File: src/lcdnw_pkg.sv
// Shared types and constants for the character LCD 4-bit write sequencer.
// No dependencies.
package lcdnw_pkg;

   localparam int unsigned EN_MASK_DEFAULT = 2;
   localparam int unsigned RS_MASK_DEFAULT = 1;

   // init: nine power-on nibble writes, then four set-up commands of four writes each
   localparam int unsigned INIT_NIBBLES = 9;
   localparam int unsigned INIT_STEPS   = 25;
   localparam int unsigned STEP_W       = $clog2(INIT_STEPS);

   localparam logic [4:0] WAIT_BYTE  = 5'd4;
   localparam logic [4:0] WAIT_CLEAR = 5'd6;

   localparam logic [7:0] CMD_FUNC_SET = 8'h2C;
   localparam logic [7:0] CMD_DISP_ON  = 8'h0C;
   localparam logic [7:0] CMD_ENTRY    = 8'h06;
   localparam logic [7:0] CMD_HOME_POS = 8'h80;
   localparam logic [7:0] CMD_CLEAR    = 8'h01;
   localparam logic [7:0] LINE2_BASE   = 8'h40;
   // set-position base with the one-based column correction folded in (0x80 - 1)
   localparam logic [7:0] POS_BASE     = 8'h7F;

   typedef enum logic [2:0] {
      KIND_INIT  = 3'd0,
      KIND_CMD   = 3'd1,
      KIND_DATA  = 3'd2,
      KIND_POS   = 3'd3,
      KIND_CLEAR = 3'd4
   } kind_type;

   typedef struct packed {
      logic       emit;     // this step produces a port write
      logic       done;     // this is the item's final step
      logic [7:0] port_value;
      logic [4:0] wait_ms;
      logic       last;
   } step_out_type;

endpackage

File: src/lcdnw_step_gen.sv
// Combinational step decoder: given the held request and the step index,
// produces the port write for that step. Depends on lcdnw_pkg.
module lcdnw_step_gen #(
   parameter logic [7:0] EN_MASK = 8'(lcdnw_pkg::EN_MASK_DEFAULT),
   parameter logic [7:0] RS_MASK = 8'(lcdnw_pkg::RS_MASK_DEFAULT)
) (
   input  logic [2:0]                  kind,
   input  logic [7:0]                  byte_value,
   input  logic [5:0]                  column,
   input  logic [1:0]                  row,
   input  logic [lcdnw_pkg::STEP_W-1:0] step,
   output lcdnw_pkg::step_out_type      step_out
);
   import lcdnw_pkg::*;

   logic [7:0]        cmd_byte;
   logic [7:0]        rs;
   logic [4:0]        final_wait;
   logic              is_last_byte;
   logic              byte_phase;
   logic [STEP_W-1:0] init_idx;
   logic [1:0]        sub;
   logic [7:0]        hi;
   logic [7:0]        lo;
   logic [7:0]        line_base;

   assign init_idx  = step - STEP_W'(INIT_NIBBLES);
   assign line_base = (row == 2'd2) ? LINE2_BASE : 8'h00;

   always_comb begin
      cmd_byte     = byte_value;
      rs           = 8'h00;
      final_wait   = WAIT_BYTE;
      is_last_byte = 1'b1;
      byte_phase   = 1'b1;
      sub          = step[1:0];
      step_out     = '0;
      case (kind_type'(kind))
         KIND_INIT: begin
            sub = init_idx[1:0];
            byte_phase = (step >= STEP_W'(INIT_NIBBLES));
            is_last_byte = (init_idx[3:2] == 2'd3);
            case (init_idx[3:2])
               2'd0: cmd_byte = CMD_FUNC_SET;
               2'd1: cmd_byte = CMD_DISP_ON;
               2'd2: cmd_byte = CMD_ENTRY;
               default: cmd_byte = CMD_HOME_POS;
            endcase
         end
         KIND_CMD: begin
            cmd_byte = byte_value;
         end
         KIND_DATA: begin
            rs = RS_MASK;
         end
         KIND_POS: begin
            cmd_byte = POS_BASE + line_base + {2'b00, column};
         end
         KIND_CLEAR: begin
            cmd_byte = CMD_CLEAR;
            final_wait = WAIT_CLEAR;
         end
         default: begin
            byte_phase = 1'b0;
         end
      endcase

      hi = cmd_byte & 8'hF0;
      lo = {cmd_byte[3:0], 4'h0};

      if (kind > 3'(KIND_CLEAR)) begin
         // unknown kind: no writes, item retires at once
         step_out.emit = 1'b0;
         step_out.done = 1'b1;
      end else if (!byte_phase) begin
         // power-on nibble sequence of init
         step_out.emit = 1'b1;
         case (step[3:0])
            4'd0: begin step_out.port_value = 8'hFF;           step_out.wait_ms = 5'd20; end
            4'd1: begin step_out.port_value = 8'h30 | EN_MASK; step_out.wait_ms = 5'd0;  end
            4'd2: begin step_out.port_value = 8'h30;           step_out.wait_ms = 5'd10; end
            4'd3: begin step_out.port_value = 8'h30 | EN_MASK; step_out.wait_ms = 5'd0;  end
            4'd4: begin step_out.port_value = 8'h30;           step_out.wait_ms = 5'd1;  end
            4'd5: begin step_out.port_value = 8'h30 | EN_MASK; step_out.wait_ms = 5'd0;  end
            4'd6: begin step_out.port_value = 8'h30;           step_out.wait_ms = 5'd1;  end
            4'd7: begin step_out.port_value = 8'h20 | EN_MASK; step_out.wait_ms = 5'd0;  end
            default: begin step_out.port_value = 8'h20;        step_out.wait_ms = 5'd1;  end
         endcase
      end else begin
         step_out.emit = 1'b1;
         case (sub)
            2'd0: step_out.port_value = hi | EN_MASK | rs;
            2'd1: step_out.port_value = hi | rs;
            2'd2: step_out.port_value = lo | EN_MASK | rs;
            default: begin
               step_out.port_value = lo | rs;
               step_out.wait_ms = final_wait;
               step_out.last = is_last_byte;
               step_out.done = is_last_byte;
            end
         endcase
      end
   end

endmodule

File: src/char_lcd_nibble_write_sequencer.sv
// Top level of the character LCD 4-bit write sequencer: request register,
// step counter and result register around lcdnw_step_gen. Depends on lcdnw_pkg.
//
// Each request expands into port writes, one per cycle while the result side
// takes them: four for command, data, set position and clear, 25 for init,
// and none for an unknown kind. The step counter walking the held request
// sets that count. The next request is taken in the cycle its
// predecessor's final write enters the result register, so writes of
// consecutive requests follow with no gap. tlast marks a request's final write.
module char_lcd_nibble_write_sequencer #(
   parameter logic [7:0] EN_MASK = 8'(lcdnw_pkg::EN_MASK_DEFAULT),
   parameter logic [7:0] RS_MASK = 8'(lcdnw_pkg::RS_MASK_DEFAULT)
) (
   input  logic        clock,
   input  logic        reset,
   input  logic        req_tvalid,
   output logic        req_tready,
   input  logic [15:0] req_tdata,   // [7:0] byte_value, [13:8] column, [15:14] row
   input  logic [2:0]  req_tuser,   // [2:0] req_type
   output logic        rsp_tvalid,
   input  logic        rsp_tready,
   output logic [15:0] rsp_tdata,   // [7:0] port_value, [12:8] wait_ms, [15:13] zero
   output logic        rsp_tlast    // last
);
   import lcdnw_pkg::*;

   logic              item_valid_ff, item_valid_in;
   logic [2:0]        kind_ff, kind_in;
   logic [7:0]        byte_ff, byte_in;
   logic [5:0]        column_ff, column_in;
   logic [1:0]        row_ff, row_in;
   logic [STEP_W-1:0] step_ff, step_in;

   logic              out_valid_ff, out_valid_in;
   logic [7:0]        port_ff, port_in;
   logic [4:0]        wait_ff, wait_in;
   logic              last_ff, last_in;

   step_out_type      st;
   logic              out_free;
   logic              step_go;
   logic              req_take;

   lcdnw_step_gen #(
      .EN_MASK (EN_MASK),
      .RS_MASK (RS_MASK)
   ) u_step_gen (
      .kind       (kind_ff),
      .byte_value (byte_ff),
      .column     (column_ff),
      .row        (row_ff),
      .step       (step_ff),
      .step_out   (st)
   );

   assign out_free   = !out_valid_ff || rsp_tready;
   assign step_go    = item_valid_ff && (out_free || !st.emit);
   assign req_tready = !item_valid_ff || (step_go && st.done);
   assign req_take   = req_tvalid && req_tready;

   always_comb begin
      item_valid_in = item_valid_ff;
      kind_in       = kind_ff;
      byte_in       = byte_ff;
      column_in     = column_ff;
      row_in        = row_ff;
      step_in       = step_ff;
      if (req_take) begin
         item_valid_in = 1'b1;
         kind_in       = req_tuser;
         byte_in       = req_tdata[7:0];
         column_in     = req_tdata[13:8];
         row_in        = req_tdata[15:14];
         step_in       = '0;
      end else if (step_go && st.done) begin
         item_valid_in = 1'b0;
      end else if (step_go) begin
         step_in = step_ff + STEP_W'(1);
      end

      out_valid_in = out_valid_ff;
      port_in      = port_ff;
      wait_in      = wait_ff;
      last_in      = last_ff;
      if (step_go && st.emit) begin
         out_valid_in = 1'b1;
         port_in      = st.port_value;
         wait_in      = st.wait_ms;
         last_in      = st.last;
      end else if (rsp_tready) begin
         out_valid_in = 1'b0;
      end
   end

   always_ff @(posedge clock) begin
      if (reset) begin
         item_valid_ff <= 1'b0;
         out_valid_ff  <= 1'b0;
         step_ff       <= '0;
      end else begin
         item_valid_ff <= item_valid_in;
         out_valid_ff  <= out_valid_in;
         step_ff       <= step_in;
      end
      kind_ff   <= kind_in;
      byte_ff   <= byte_in;
      column_ff <= column_in;
      row_ff    <= row_in;
      port_ff   <= port_in;
      wait_ff   <= wait_in;
      last_ff   <= last_in;
   end

   assign rsp_tvalid = out_valid_ff;
   assign rsp_tdata  = {3'b000, wait_ff, port_ff};
   assign rsp_tlast  = last_ff;

   // step counter never runs past the init sequence
   a_step_range: assert property (@(posedge clock) disable iff (reset)
      item_valid_ff |-> (step_ff < STEP_W'(INIT_STEPS)))
      else $error("step counter out of range");

   // non-init requests finish within four steps
   a_short_item: assert property (@(posedge clock) disable iff (reset)
      (item_valid_ff && kind_ff != 3'(KIND_INIT)) |-> (step_ff < STEP_W'(4)))
      else $error("short request ran past four steps");

   // a new transaction is only taken over a held item in its final step
   a_take_over: assert property (@(posedge clock) disable iff (reset)
      (req_take && item_valid_ff) |-> (step_go && st.done))
      else $error("request taken before previous one retired");

   // a write flagged last always retires its request
   a_last_retires: assert property (@(posedge clock) disable iff (reset)
      (step_go && st.emit && st.last) |=> !item_valid_ff || step_ff == '0)
      else $error("request still held after its last write");

endmodule

File: config.mk
export PLATFORM = sky130hd
export DESIGN_NAME = char_lcd_nibble_write_sequencer
export DESIGN_NICKNAME = d
export VERILOG_FILES = /design/src/lcdnw_pkg.sv /design/src/lcdnw_step_gen.sv /design/src/char_lcd_nibble_write_sequencer.sv
export SDC_FILE = /design/constraint.sdc
export NUM_CORES = 1
export LEC_CHECK = 0
export BUFFER_PORTS_ARGS = -buffer_cell sky130_fd_sc_hd__buf_4
export CAP_MARGIN = 20
export CORE_MARGIN = 1
export CORE_UTILIZATION = 57
export CTS_BUF_LIST = sky130_fd_sc_hd__clkbuf_8
export CTS_CLUSTER_DIAMETER = 100
export DETAILED_ROUTE_END_ITERATION = 8
export GPL_TIMING_DRIVEN = 0
export PLACE_DENSITY = 0.82
export SLEW_MARGIN = 25
export SYNTH_ARGS = -nofsm -noshare
export SYNTH_HDL_FRONTEND = slang
export SYNTH_SLANG_ARGS = --single-unit
File: constraint.sdc
create_clock -name clock -period 3.4 [get_ports clock]
set_clock_uncertainty 0.2 [all_clocks]
set_input_delay 0 -clock clock [delete_from_list [all_inputs] [get_ports clock]]
set_output_delay 0 -clock clock [all_outputs]
set_load 0.02 [all_outputs]
==> impl_metrics.env <==
export IMPL_status="completed"
export IMPL_hold_viol=0
export IMPL_cp_common_cell="nand3_1"
export IMPL_cts_made_buffers=5
export IMPL_first_pass_iters=5
export IMPL_worstPathRequired_ns=3.37
export IMPL_synth_async_reset_ratio=0
export IMPL_cpPeakStageDelay_ns=0.57
export IMPL_rsz0062_at_grt="no"
export IMPL_ys_ff_latch=43
export IMPL_syn_avg_cell_area_um2=10.69
export IMPL_worst_slew_pin_transition_ns=0.7239
export IMPL_grtUsageTotal=0.2607
export IMPL_n_fill_cell=243
export IMPL_core_rowCount=22
export IMPL_ys_warn_count=0
export IMPL_die_y_um=63.70
export IMPL_io_pin_count=42
export IMPL_drt_total_wl_mm=4.750
export IMPL_first_iter_violations=95
export IMPL_power_internal_uw=814.2
export IMPL_yosysUniqueCellTypes=46
export IMPL_drive_gt1_frac=0.2263
export IMPL_die_width_um=63.70
export IMPL_crit_start="kind_ff[1]"
export IMPL_drc=0
export IMPL_grt_pass1_wl_mm=7.879
export IMPL_netlist_top_cells_area="edfxtp_1 43%, dfxtp_1 11%, o21ai_0 3.2%, a21oi_1 3.0%, xnor2_1 2.8%"
export IMPL_p_sw_frac=0.2541
export IMPL_yosysMostFrequentCell="edfxtp_1"
export IMPL_dpl_hpwl_mm=3.059
export IMPL_antenna_found_initial=0
export IMPL_slowest_stage="o21ai_0"
export IMPL_vias=1778
export IMPL_crit_chain="clkbuf_1 > o21ai_0 > nand3_1 > inv_1 > nand3_1 > mux2_2 > or3_1"
export IMPL_post_route_min_period_ns=3.177
export IMPL_hp_start="req_tdata[9]"
export IMPL_whs_ns=0.2157
export IMPL_syn_area_mm2=0.002170
export IMPL_wl_per_cell_um=14.75
export IMPL_p_clk_frac=0.289
export IMPL_insertion_delay_ns=0.30
export IMPL_power_density_mw_per_mm2=384.3
export IMPL_r2r_start="kind_ff[1]"
export IMPL_setup_violations=0
export IMPL_crit_arrival_ns=3.15
export IMPL_synth_edf_count=31
export IMPL_final_nets=300
export IMPL_area_delta_synth_final_pct=30.91
export IMPL_grt_pass1_vias=1683
export IMPL_maxCapViolCount=0
export IMPL_portBuffers=38
export IMPL_cp_buffers_inverters=2
export IMPL_synth_top_area_frac=0.4291
export IMPL_num_antenna_cells=0
export IMPL_ir_drop_mv=0.3346
export IMPL_multi_input_area_um2=882.1
export IMPL_crit_path_end_kind="flip-flop"
export IMPL_synthCells=203
export IMPL_synth_flop_cell="edfxtp_1"
export IMPL_clock_sinks=43
export IMPL_cp_top_family="simple AND/OR/NAND/NOR gates"
export IMPL_seqPwrFrac=0.552
export IMPL_grt_max_degree=20
export IMPL_dp_cells=291
export IMPL_leakagePower_nw=1.138
export IMPL_clk_path_buf_depth=2
export IMPL_die_area_mm2=0.004057
export IMPL_avgViaCountPerCell=5.522
export IMPL_drtAntennaViolNets=0
export IMPL_crit_fanout=15
export IMPL_critPathLaunchType="flip-flop"
export IMPL_timing_final_crit_share=0.9344
export IMPL_stdcell_count=322
export IMPL_slew_viol_final=0
export IMPL_coreArea_mm2=0.003661
export IMPL_finalSetupTns_ns=0
export IMPL_seqCellArea_mm2=0.001171
export IMPL_hp_class="in2reg"
export IMPL_p_switching_uw=277.4
export IMPL_cts_root_buf="clkbuf_8"
export IMPL_ys_seq_area_frac=0.5398
export IMPL_cts_tree="yes"
export IMPL_cts_max_level=2
export IMPL_place_congestion=0.8872
export IMPL_start_util=0.5926
export IMPL_max_freq_mhz=314.8
export IMPL_path_class="reg2reg"
export IMPL_max_slew_margin_rel=0.5137
export IMPL_clk_pin_slew_ns=0.08
export IMPL_synthTopCellsByCount="31 x edfxtp_1, 16 x nor2_1, 14 x o21ai_0, 13 x a21oi_1, 12 x dfxtp_1"
export IMPL_combinationalPowerShare=0.159
export IMPL_yosysTopAreaCell="edfxtp_1"
export IMPL_overflow=0
[power groups by stage]
stage	logic (mW)	clock network, mW	registers, mW
6_report	0.173	0.316	0.603
5_1_grt	0.189	0.338	0.605
4_1_cts	0.169	0.317	0.602
3_5_place_dp	0.147	0	0.614
3_3_place_gp	0.145	0	0.613
2_1_floorplan	0.0855	0	0.622
[cell families after synthesis]
logic type | after synthesis | synth area share
DFF | 43 | 0.5398
muxes | 2 | 0.009804
and+or+nand+nor | 69 | 0.1620
buffers and inverters | 25 | 0.05767
adders and majority gates | 4 | 0.02307
xor gates and xnor gates | 12 | 0.04844
other | 1 | 0.001728
AOI/OAI and AO/OA | 47 | 0.1574
[final timing paths]
| kind | endpoint | slack, ns | depth (start not counted) |
|---|---|---|---|
| max | flip-flop | 0.22 | 7 |
| min | column_ff[1] | 0.22 | 2 |
| max reg2reg | flip-flop | 0.22 | 7 |
| min reg2reg | port_ff[4] | 0.33 | 1 |
[stage by stage]
step             util  total power, mW  cell area, um2  setup slack (ns)
4_1_cts        0.7758            1.088            2840            0.2574
3_5_place_dp   0.6890           0.7618            2522           -0.2492
6_report       0.7758            1.092            2840            0.2231
3_3_place_gp   0.6890           0.7584            2522           -0.2010
5_1_grt        0.7758            1.132            2840           0.03632
2_1_floorplan       -           0.7071            2177            0.2719
[cell type report]
type	count	area share
Clock buffer	5	0.02423
Inverter	11	0.01454
Buffer	14	0.02996
Tap cell	48	0.02115
Multi-Input combinational cell	137	0.3106
Timing Repair Buffer	61	0.1815
Clock inverter	3	0.005727
Sequential cell	43	0.4123
[what timing repair did]
item,in CTS,in global routing
endpoints found under the hold margin,30,0
setup endpoints to repair,20,0
buffers inserted,0,0
resized for setup,2,0
hold buffers,23,0
[layer usage]
metal	routed length (um)	track usage	vias to the layer above
li1	-	-	868
met1	1955	0.3203	804
met3	266	0.04529	19
met2	2352	0.4335	87
met5	0	0	-
met4	176	0.1392	0
[placed cells by master (no fill, tap or decap), types with 4 or more instances in the layout]
| cell | count |
|---|---|
| xnor2_1 | 7 |
| ha_1 | 4 |
| o21ai_0 | 14 |
| clkbuf_1 | 5 |
| nand3_1 | 11 |
| buf_4 | 44 |
| nand2_1 | 9 |
| nand2b_1 | 5 |
| dlygate4sd3_1 | 23 |
| xor2_1 | 5 |
| nor3_1 | 11 |
| inv_1 | 11 |
| dfxtp_1 | 12 |
| edfxtp_1 | 31 |
| or3_1 | 4 |
| nor2_1 | 16 |
| a21oi_1 | 13 |
| clkbuf_8 | 5 |
(Power assumes the default switching activity.)
